`config.mk`:
```
export PLATFORM = sky130hd
export DESIGN_NAME = audio_header_field_parser
export DESIGN_NICKNAME = d
export VERILOG_FILES = /design/src/hw/rtl/ahfp_pkg.sv /design/src/hw/rtl/ahfp_core.sv /design/src/hw/rtl/ahfp_result_queue.sv /design/src/hw/rtl/audio_header_field_parser.sv
export SDC_FILE = /design/constraint.sdc
export NUM_CORES = 1
export LEC_CHECK = 0
export ABC_CLOCK_PERIOD_IN_PS = 26800
export BUFFER_PORTS_ARGS = -buffer_cell sky130_fd_sc_hd__buf_2
export CORE_MARGIN = 2
export CORE_UTILIZATION = 50
export DETAILED_ROUTE_END_ITERATION = 12
export GPL_ROUTABILITY_DRIVEN = 0
export PLACE_DENSITY = 0.69
export SETUP_SLACK_MARGIN = 0.15
export SLEW_MARGIN = 20
export SYNTH_ARGS = -nofsm -noshare
export SYNTH_HDL_FRONTEND = slang
export SYNTH_HIERARCHICAL = 1
export SYNTH_SLANG_ARGS = --single-unit
```
`constraint.sdc`:
```
create_clock -name clk -period 26.8 [get_ports clk]
set_input_delay 2.68 -clock clk [delete_from_list [all_inputs] [get_ports clk]]
set_output_delay 2.68 -clock clk [all_outputs]
set_load 0.02 [all_outputs]
```
`src/hw/rtl/ahfp_pkg.sv`:
```
// Shared types, codes and constants for the audio header field parser.
// Used by the parser core, the result queue, the top level and the checker.
// Has no dependencies of its own.
package ahfp_pkg;

	// Default values for top-level parameters.
	localparam int OFFSET_BITS_DEF  = 16;
	localparam int MAX_CHAPTERS_DEF = 255;

	// Configuration register.
	localparam int               HDR_LEN_W     = 16;
	localparam logic [15:0]      HDR_LEN_RESET = 16'd4096;

	// Result queue depth; an input transaction may push two results.
	localparam int QUEUE_DEPTH = 4;

	// Fixed field lengths of the header.
	localparam logic [31:0] HASH_LENGTH = 32'd20;
	localparam logic [4:0]  HASH_LAST   = 5'd19;
	localparam logic [1:0]  MAGIC_LAST  = 2'd3;

	// Field numbers carried in a tag.
	localparam logic [7:0] FIELD_HASH     = 8'd1;
	localparam logic [7:0] FIELD_LENGTH   = 8'd2;
	localparam logic [7:0] FIELD_ID       = 8'd3;
	localparam logic [7:0] FIELD_CHAPTERS = 8'd4;
	localparam logic [7:0] FIELD_FILL     = 8'd5;

	// Wire types carried in a tag.
	localparam logic [2:0] WIRE_VARINT = 3'd0;
	localparam logic [2:0] WIRE_LEN    = 3'd2;

	// Record kinds.
	localparam logic [2:0] KIND_HASH     = 3'd0;
	localparam logic [2:0] KIND_LENGTH   = 3'd1;
	localparam logic [2:0] KIND_ID       = 3'd2;
	localparam logic [2:0] KIND_CHAPTER  = 3'd3;
	localparam logic [2:0] KIND_FINISHED = 3'd4;

	// Parse status codes.
	localparam logic [2:0] STATUS_OK             = 3'd0;
	localparam logic [2:0] STATUS_BAD_MAGIC      = 3'd1;
	localparam logic [2:0] STATUS_BAD_HASH_LEN   = 3'd2;
	localparam logic [2:0] STATUS_BAD_HEADER_LEN = 3'd3;
	localparam logic [2:0] STATUS_UNEXPECTED     = 3'd4;
	localparam logic [2:0] STATUS_TRUNCATED      = 3'd5;

	// One input transaction.
	typedef struct packed {
		logic [7:0] data_byte;
		logic       last_byte;
	} item_t;

	// One result transaction.
	typedef struct packed {
		logic [2:0]  record_kind;
		logic [31:0] record_value;
		logic [7:0]  record_index;
		logic [2:0]  parse_status;
		logic        last_record;
	} result_t;

	// Results produced by one accepted input, handed to the queue.
	typedef struct packed {
		logic [1:0] count;
		result_t    first;
		result_t    second;
	} push_t;

	// Expected magic byte at each position.
	function automatic logic [7:0] magic_byte(input logic [1:0] pos);
		logic [7:0] val;
		case (pos)
			2'd0: val = 8'h00;
			2'd1: val = 8'h00;
			2'd2: val = 8'h0F;
			2'd3: val = 8'hFC;
			default: val = 8'h00;
		endcase
		return val;
	endfunction

endpackage

```
`src/hw/rtl/ahfp_core.sv`:
```
// Parser state and per-byte decode logic for the audio header field parser.
// Depends on ahfp_pkg; produces up to two results per accepted byte.
module ahfp_core #(
	parameter int OFFSET_BITS  = ahfp_pkg::OFFSET_BITS_DEF,
	parameter int MAX_CHAPTERS = ahfp_pkg::MAX_CHAPTERS_DEF
) (
	input  logic                             clk,
	input  logic                             arst_n,
	input  logic                             accept,
	input  ahfp_pkg::item_t                  item,
	input  logic                             cfg_we,
	input  logic [ahfp_pkg::HDR_LEN_W-1:0]   cfg_wdata,
	output ahfp_pkg::push_t                  push
);

	typedef enum logic [2:0] {
		PH_MAGIC,
		PH_TAG,
		PH_VARINT,
		PH_HASH,
		PH_CHAP,
		PH_DONE
	} phase_t;

	localparam logic [OFFSET_BITS-1:0] OFF_MAX = '1;

	// State registers.
	phase_t                         phase_q, phase_d;
	logic [1:0]                     magic_q, magic_d;
	logic [7:0]                     field_q, field_d;
	logic [31:0]                    acc_q, acc_d;
	logic                           hi_q, hi_d;
	logic [3:0]                     cnt_q, cnt_d;
	logic [OFFSET_BITS-1:0]         off_q, off_d;
	logic [4:0]                     hash_q, hash_d;
	logic [OFFSET_BITS-1:0]         end_q, end_d;
	logic [7:0]                     total_q, total_d;
	logic [ahfp_pkg::HDR_LEN_W-1:0] hdr_len_q;

	// Decode helpers.
	logic [7:0]             b;
	logic [4:0]             tag_field;
	logic [2:0]             tag_wire;
	logic                   tag_legal;
	logic [6:0]             shamt;
	logic [63:0]            wide;
	logic [31:0]            take_lo;
	logic                   take_hi;
	logic                   take_done;
	logic [3:0]             cnt_inc;
	logic [OFFSET_BITS-1:0] off_new;
	logic [OFFSET_BITS-1:0] room;
	logic                   block_big;
	logic [OFFSET_BITS-1:0] end_c;
	logic                   hash_len_ok;
	logic                   fill_ok;
	logic                   case_v;
	ahfp_pkg::result_t      case_r;
	logic                   fin_v;
	ahfp_pkg::result_t      fin_r;

	function automatic ahfp_pkg::result_t make_result(
		input logic [2:0]  kind,
		input logic [31:0] value,
		input logic [7:0]  index,
		input logic [2:0]  status
	);
		ahfp_pkg::result_t r;
		r.record_kind  = kind;
		r.record_value = value;
		r.record_index = index;
		r.parse_status = status;
		r.last_record  = 1'b0;
		return r;
	endfunction

	// Varint byte accumulation: low 32 bits kept, upper 32 bits folded into a flag.
	always_comb begin
		b         = item.data_byte;
		tag_field = b[7:3];
		tag_wire  = b[2:0];
		shamt     = 7'(cnt_q) * 7'd7;
		wide      = {57'd0, b[6:0]} << shamt;
		if (cnt_q < 4'd10) begin
			take_lo = acc_q | wide[31:0];
			take_hi = hi_q | (|wide[63:32]);
		end else begin
			take_lo = acc_q;
			take_hi = hi_q;
		end
		take_done = ~b[7];
		cnt_inc   = (cnt_q == 4'hF) ? cnt_q : cnt_q + 4'd1;
	end

	// Offset, chapter block end, length and tag checks.
	always_comb begin
		off_new = off_q;
		if (phase_q != PH_DONE && off_q != OFF_MAX) begin
			off_new = off_q + OFFSET_BITS'(1);
		end
		room        = OFF_MAX - off_new;
		block_big   = take_hi || (take_lo >= 32'(room));
		end_c       = block_big ? OFF_MAX : off_new + OFFSET_BITS'(take_lo);
		hash_len_ok = !take_hi && (take_lo == ahfp_pkg::HASH_LENGTH);
		fill_ok     = !take_hi && (take_lo <= 32'(hdr_len_q)) &&
			((32'(hdr_len_q) - take_lo) == 32'(off_new));
		tag_legal = (((8'(tag_field) == ahfp_pkg::FIELD_HASH) ||
			(8'(tag_field) == ahfp_pkg::FIELD_CHAPTERS) ||
			(8'(tag_field) == ahfp_pkg::FIELD_FILL)) && tag_wire == ahfp_pkg::WIRE_LEN) ||
			(((8'(tag_field) == ahfp_pkg::FIELD_LENGTH) ||
			(8'(tag_field) == ahfp_pkg::FIELD_ID)) && tag_wire == ahfp_pkg::WIRE_VARINT);
	end

	// Next state and results for the byte on the input.
	always_comb begin
		phase_d = phase_q;
		magic_d = magic_q;
		field_d = field_q;
		acc_d   = acc_q;
		hi_d    = hi_q;
		cnt_d   = cnt_q;
		off_d   = off_new;
		hash_d  = hash_q;
		end_d   = end_q;
		total_d = total_q;
		case_v  = 1'b0;
		case_r  = '0;

		case (phase_q)
			PH_MAGIC: begin
				if (b != ahfp_pkg::magic_byte(magic_q)) begin
					case_v  = 1'b1;
					case_r  = make_result(ahfp_pkg::KIND_FINISHED, 32'd0, total_q,
						ahfp_pkg::STATUS_BAD_MAGIC);
					phase_d = PH_DONE;
				end else if (magic_q == ahfp_pkg::MAGIC_LAST) begin
					magic_d = 2'd0;
					phase_d = PH_TAG;
				end else begin
					magic_d = magic_q + 2'd1;
				end
			end
			PH_TAG: begin
				field_d = 8'(tag_field);
				if (tag_legal) begin
					acc_d   = '0;
					hi_d    = 1'b0;
					cnt_d   = '0;
					phase_d = PH_VARINT;
				end else begin
					case_v  = 1'b1;
					case_r  = make_result(ahfp_pkg::KIND_FINISHED, 32'd0, total_q,
						ahfp_pkg::STATUS_UNEXPECTED);
					phase_d = PH_DONE;
				end
			end
			PH_VARINT: begin
				if (!take_done) begin
					acc_d = take_lo;
					hi_d  = take_hi;
					cnt_d = cnt_inc;
				end else begin
					acc_d = '0;
					hi_d  = 1'b0;
					cnt_d = '0;
					case (field_q)
						ahfp_pkg::FIELD_HASH: begin
							if (hash_len_ok) begin
								hash_d  = '0;
								phase_d = PH_HASH;
							end else begin
								case_v  = 1'b1;
								case_r  = make_result(ahfp_pkg::KIND_FINISHED, 32'd0,
									total_q, ahfp_pkg::STATUS_BAD_HASH_LEN);
								phase_d = PH_DONE;
							end
						end
						ahfp_pkg::FIELD_LENGTH: begin
							case_v  = 1'b1;
							case_r  = make_result(ahfp_pkg::KIND_LENGTH, take_lo, 8'd0,
								ahfp_pkg::STATUS_OK);
							phase_d = PH_TAG;
						end
						ahfp_pkg::FIELD_ID: begin
							case_v  = 1'b1;
							case_r  = make_result(ahfp_pkg::KIND_ID, take_lo, 8'd0,
								ahfp_pkg::STATUS_OK);
							phase_d = PH_TAG;
						end
						ahfp_pkg::FIELD_CHAPTERS: begin
							total_d = '0;
							end_d   = end_c;
							phase_d = (end_c > off_new) ? PH_CHAP : PH_TAG;
						end
						default: begin
							// Fill count closes the header.
							case_v  = 1'b1;
							case_r  = make_result(ahfp_pkg::KIND_FINISHED, 32'd0, total_q,
								fill_ok ? ahfp_pkg::STATUS_OK :
								ahfp_pkg::STATUS_BAD_HEADER_LEN);
							phase_d = PH_DONE;
						end
					endcase
				end
			end
			PH_HASH: begin
				case_v = 1'b1;
				case_r = make_result(ahfp_pkg::KIND_HASH, {24'd0, b}, {3'd0, hash_q},
					ahfp_pkg::STATUS_OK);
				if (hash_q == ahfp_pkg::HASH_LAST) begin
					hash_d  = '0;
					phase_d = PH_TAG;
				end else begin
					hash_d = hash_q + 5'd1;
				end
			end
			PH_CHAP: begin
				if (!take_done) begin
					acc_d = take_lo;
					hi_d  = take_hi;
					cnt_d = cnt_inc;
				end else begin
					acc_d = '0;
					hi_d  = 1'b0;
					cnt_d = '0;
					// Chapters past the limit are consumed but not reported.
					if (total_q < 8'(MAX_CHAPTERS)) begin
						case_v  = 1'b1;
						case_r  = make_result(ahfp_pkg::KIND_CHAPTER, take_lo, total_q,
							ahfp_pkg::STATUS_OK);
						total_d = total_q + 8'd1;
					end
					if (off_new >= end_q) begin
						phase_d = PH_TAG;
					end
				end
			end
			default: begin
			end
		endcase

		// End of data closes an open parse and rearms the magic check.
		fin_v = item.last_byte && (phase_d != PH_DONE);
		fin_r = make_result(ahfp_pkg::KIND_FINISHED, 32'd0, total_d,
			(phase_d == PH_TAG) ? ahfp_pkg::STATUS_OK : ahfp_pkg::STATUS_TRUNCATED);
		if (item.last_byte) begin
			phase_d = PH_MAGIC;
			magic_d = '0;
			field_d = '0;
			acc_d   = '0;
			hi_d    = 1'b0;
			cnt_d   = '0;
			off_d   = '0;
			hash_d  = '0;
			end_d   = '0;
			total_d = '0;
		end

		// Pack the results of this byte for the queue.
		push = '0;
		if (case_v && fin_v) begin
			push.count              = 2'd2;
			push.first              = case_r;
			push.second             = fin_r;
			push.second.last_record = 1'b1;
		end else if (case_v) begin
			push.count             = 2'd1;
			push.first             = case_r;
			push.first.last_record = 1'b1;
		end else if (fin_v) begin
			push.count             = 2'd1;
			push.first             = fin_r;
			push.first.last_record = 1'b1;
		end
		if (!accept) begin
			push.count = 2'd0;
		end
	end

	// Parser state advances on each accepted transaction.
	always_ff @(posedge clk or negedge arst_n) begin
		if (!arst_n) begin
			phase_q <= PH_MAGIC;
			magic_q <= '0;
			field_q <= '0;
			acc_q   <= '0;
			hi_q    <= 1'b0;
			cnt_q   <= '0;
			off_q   <= '0;
			hash_q  <= '0;
			end_q   <= '0;
			total_q <= '0;
		end else if (accept) begin
			phase_q <= phase_d;
			magic_q <= magic_d;
			field_q <= field_d;
			acc_q   <= acc_d;
			hi_q    <= hi_d;
			cnt_q   <= cnt_d;
			off_q   <= off_d;
			hash_q  <= hash_d;
			end_q   <= end_d;
			total_q <= total_d;
		end
	end

	// Expected header length register.
	always_ff @(posedge clk or negedge arst_n) begin
		if (!arst_n) begin
			hdr_len_q <= ahfp_pkg::HDR_LEN_RESET;
		end else if (cfg_we) begin
			hdr_len_q <= cfg_wdata;
		end
	end

endmodule

```
`src/hw/rtl/ahfp_result_queue.sv`:
```
// Small result queue that takes up to two results per cycle and drains one when the output is ready.
// Depends on ahfp_pkg for the result and push types.
module ahfp_result_queue (
	input  logic              clk,
	input  logic              arst_n,
	input  ahfp_pkg::push_t   push,
	output logic              has_room,
	output logic              result_valid,
	input  logic              result_ready,
	output ahfp_pkg::result_t result
);

	localparam int DEPTH = ahfp_pkg::QUEUE_DEPTH;
	localparam int PTR_W = $clog2(DEPTH);
	localparam int CNT_W = $clog2(DEPTH + 1);

	ahfp_pkg::result_t mem_q [DEPTH];
	logic [PTR_W-1:0]  wr_q;
	logic [PTR_W-1:0]  rd_q;
	logic [CNT_W-1:0]  count_q;
	logic              pop;

	// Room for a transaction that brings two results.
	assign has_room     = count_q <= CNT_W'(DEPTH - 2);
	assign result_valid = count_q != '0;
	assign result       = mem_q[rd_q];
	assign pop          = result_valid && result_ready;

	// Storage writes, one or two entries.
	always_ff @(posedge clk) begin
		if (push.count != 2'd0) begin
			mem_q[wr_q] <= push.first;
		end
		if (push.count == 2'd2) begin
			mem_q[wr_q + PTR_W'(1)] <= push.second;
		end
	end

	// Pointers and fill count.
	always_ff @(posedge clk or negedge arst_n) begin
		if (!arst_n) begin
			wr_q    <= '0;
			rd_q    <= '0;
			count_q <= '0;
		end else begin
			wr_q    <= wr_q + PTR_W'(push.count);
			rd_q    <= rd_q + PTR_W'(pop);
			count_q <= count_q + CNT_W'(push.count) - CNT_W'(pop);
		end
	end

endmodule

```
`src/hw/rtl/audio_header_field_parser.sv`:
```
// A result is written into the result queue when its byte is accepted and is offered
// from there behind any earlier results. One header byte is taken per cycle while the
// four-entry result queue has two free slots; a byte may yield two results, offered in turn.
// Reset clears all parse state to the magic check and loads header_length with 4096.
// Top level; depends on ahfp_pkg, ahfp_core and ahfp_result_queue.
module audio_header_field_parser #(
	parameter int OFFSET_BITS  = ahfp_pkg::OFFSET_BITS_DEF,
	parameter int MAX_CHAPTERS = ahfp_pkg::MAX_CHAPTERS_DEF
) (
	input  logic                           clk,
	input  logic                           arst_n,
	input  logic                           item_valid,
	output logic                           item_ready,
	input  ahfp_pkg::item_t                item,
	output logic                           result_valid,
	input  logic                           result_ready,
	output ahfp_pkg::result_t              result,
	input  logic                           cfg_we,
	input  logic [ahfp_pkg::HDR_LEN_W-1:0] cfg_wdata
);

	ahfp_pkg::push_t push;
	logic            accept;

	// An input transaction completes when valid meets ready.
	assign accept = item_valid && item_ready;

	ahfp_core #(
		.OFFSET_BITS  (OFFSET_BITS),
		.MAX_CHAPTERS (MAX_CHAPTERS)
	) u_core (
		.clk       (clk),
		.arst_n    (arst_n),
		.accept    (accept),
		.item      (item),
		.cfg_we    (cfg_we),
		.cfg_wdata (cfg_wdata),
		.push      (push)
	);

	ahfp_result_queue u_queue (
		.clk          (clk),
		.arst_n       (arst_n),
		.push         (push),
		.has_room     (item_ready),
		.result_valid (result_valid),
		.result_ready (result_ready),
		.result       (result)
	);

endmodule

```
==> impl_metrics.tcl <==
set metrics [dict create \
    status "finished clean" \
    io_buffers 78 \
    post-dp-hpwl_mm 34.1 \
    final_common_cell "edfxtp_1" \
    path_class "input pin to flop" \
    grt_antenna_before_repair 2 \
    synthTopCellsByArea "edfxtp_1 29%, dfrtp_1 15%, mux2_1 7.9%, mux4_2 5.5%, ha_1 5.0%" \
    synthArstFlopShare 0.380 \
    synth_warnings 6 \
    start_kind "input pin" \
    postSynthCellCount 1734 \
    grt_overflow 0 \
    power.density_nw_per_um2 90.7 \
    tns_ps 0 \
    holdBufCountCts 0 \
    clockBufferDepth 3 \
    grt_pass1_wl_mm 76.4 \
    yosysSeqAreaShare 0.444 \
    core_area_sq_um 37800 \
    cap_violations 0 \
    fin_crit_sh 0.404 \
    p_leak_nw 8.74 \
    die_y_um 200 \
    synth-xor-area-share 0.0260 \
    pwr-share-comb 0.410 \
    final_cell_mix "188 x edfxtp_1, 135 x mux2_1, 124 x nor2_1" \
    synth-main-ff-cell "edfxtp_1" \
    cts_tree "yes" \
    final_hold_viol_count 0 \
    synthAdderAreaFrac 0.0526 \
    dieArea_sq_um 40000 \
    synth_area_leader_cell "edfxtp_1" \
    grt_usage 0.249 \
    synthMuxAreaShare 0.180 \
    area_delta_synth_final_pct 9.51 \
    drc 0 \
    cts.reportedPaths.clkPinSlew_ps 60 \
    grt_max_degree 63 \
    grt_pass1_vias 13669 \
    synth_top_area_frac 0.294 \
    cts-resized-gates 0 \
    pwr-share-seq 0.349 \
    maxSlewHeadroom 0.279 \
    yosys.area_share.simple 0.117 \
    vias_per_cell 6.11 \
    place_inst 2253 \
    synth_top_family_by_area "multiplexers" \
    fin_nets 1888 \
    drive_above_1_share 0.169 \
    worst_hold_path_type "flop to flop" \
    crit_fanout 26 \
    ant_nets 0 \
    cts_made_buffers 35 \
    swShare 0.382 \
    initial_core_util 0.509 \
    crit_path_end_kind "flop" \
    required_ps 27090 \
    arrival_ps 11130 \
    synth-seq-cells 303 \
    first_iter_violations 1333 \
    slew_violations 0 \
    synth_edf_count 188 \
    ir_drop_mv 0.0442 \
    setup_viol 0 \
    row_count 71 \
    rsz0062_at_grt "false" \
    cts-root-buf "clkbuf_16" \
    synth.distinct_cells 89 \
    power_mw 1.91 \
    stdcell_area_sq_um 21000 \
    mappedNetlistArea_sq_um 19200 \
    drt_first_pass_iters 5 \
    ff2ff_path_depth 27 \
    wl_per_cell_um 21.2 \
    fmaxAchievable_mhz 92.3 \
    post_cts_buffers 0 \
    p_int_mw 1.18 \
    ios 79 \
    clk-insertion-delay-late_ps 550 \
    dpl_cell_area_sq_um 19900 \
    finClkSkew_ps 18.8 \
    synth-compound-area-share 0.128 \
    stdcell_count 2318 \
    htree_levels 2 \
    clock-sinks 303 \
    synth_area_per_cell_sq_um 11.1 \
    die_w_um 200 \
    worst_pin_slew_ps 1070 \
    finalCriticalPeriod_ps 10840 \
    dr_total_vias 14170 \
    routed_wl_mm 49.2 \
    p_clk_frac 0.241 \
    worstHoldPathCells 1 \
    switchingPower_mw 0.729 \
]
-- worst max-delay path, cell delays in order --
cell and delay [ps]:
buf_2 200, a21oi_1 620, inv_1 110, ha_1 350, a21o_1 210, a21o_1 220
nor4_1 260, o21ai_0 180, a311oi_4 770, nand2_1 200, ha_1 370, nand4_1 210
nor4_1 670, a21o_1 190, a21oi_1 50, a31oi_1 170, mux2i_1 200, a221o_1 450
a31oi_1 150, ha_1 350, clkinv_1 300, nor2_1 500, and4bb_2 790, buf_4 490
mux2_2 390
-- cells by family (layout without fill, tap and decap cells) --
| group | after synthesis | after routing |
|---|---|---|
| and+or+nand+nor | 453 | 453 |
| AOI/OAI and AO/OA | 380 | 380 |
| DFF | 303 | 303 |
| muxes | 261 | 261 |
| buffers and inverters | 205 | 243 |
| adders and majority gates | 79 | 79 |
| xor gates and xnor gates | 52 | 52 |
| other | 1 | 36 |
-- synth_stat cells, drive strengths merged (47+ instances only) --
cell    number
dfrtp      114
clkbuf      65
buf         69
ha          76
a21oi      125
nand2      118
mux4        47
edfxtp     188
mux2       204
inv         70
nor2       127
o21ai       90
-- area by class of cell --
class,count,area [sq um]
Fill cell,3221,16700
Multi-Input combinational cell,1260,9870
Sequential cell,303,8530
Clock buffer,52,980
Tap cell,511,639
Timing Repair Buffer,108,618
Inverter,71,267
Clock inverter,12,130
Antenna cell,1,2.50
-- per-layer routing --
layer | part of all wire | wire length, um | GRT usage | up-vias
li1 | - | - | - | 6554
met1 | 0.44 | 21600 | 0.343 | 6988
met2 | 0.46 | 22600 | 0.396 | 512
met3 | 0.065 | 3200 | 0.0383 | 116
met4 | 0.036 | 1760 | 0.101 | 0
met5 | 0 | 0 | 0 | -
-- state kept, by name, summed over array words and instances (netlist names) --
register / count
u_core/hdr_len_q: 16
u_core/end_q: 16
u_core/hi_q: 1
u_core/field_q: 5
u_queue/rd_q: 2
u_core/cnt_q: 4
u_core/hash_q: 5
u_core/magic_q: 2
u_core/off_q: 16
u_core/acc_q: 32
u_queue/wr_q: 2
u_core/phase_q: 3
u_queue/mem_q: 188
u_core/total_q: 8
u_queue/count_q: 3
-- power by group through the flow --
stage	Combinational (mW)	Sequential, mW	Clock [mW]
detailed placement	0.774	0.676	0
global placement	0.765	0.672	0
floorplan	0.593	0.634	0
global route	0.850	0.679	0.487
CTS	0.779	0.667	0.470
finish	0.782	0.666	0.461
-- path summary, 6_finish.rpt --
check	startpoint	endpoint	slack, ps
setup / recovery	item[7]	u_queue/mem_q[3][1]	15960
hold / removal	u_core/end_q[10]	u_core/end_q[10]	500
setup reg to reg	u_core/phase_q[0]	u_queue/mem_q[3][1]	16570
hold reg to reg	u_core/end_q[10]	u_core/end_q[10]	500
max in group asynchronous	arst_n	u_queue/rd_q[0]	23220
min in group asynchronous	arst_n	u_core/hdr_len_q[11]	2170
-- through the flow --
stage	hold slack (ps)	worst slack, ps	utilization
finish	496	15960	0.557
global route	519	15410	0.557
CTS	501	16160	0.557
detailed placement	483	15580	0.527
global placement	477	15860	0.527
floorplan	457	15840	-
(Power assumes the default switching activity.)
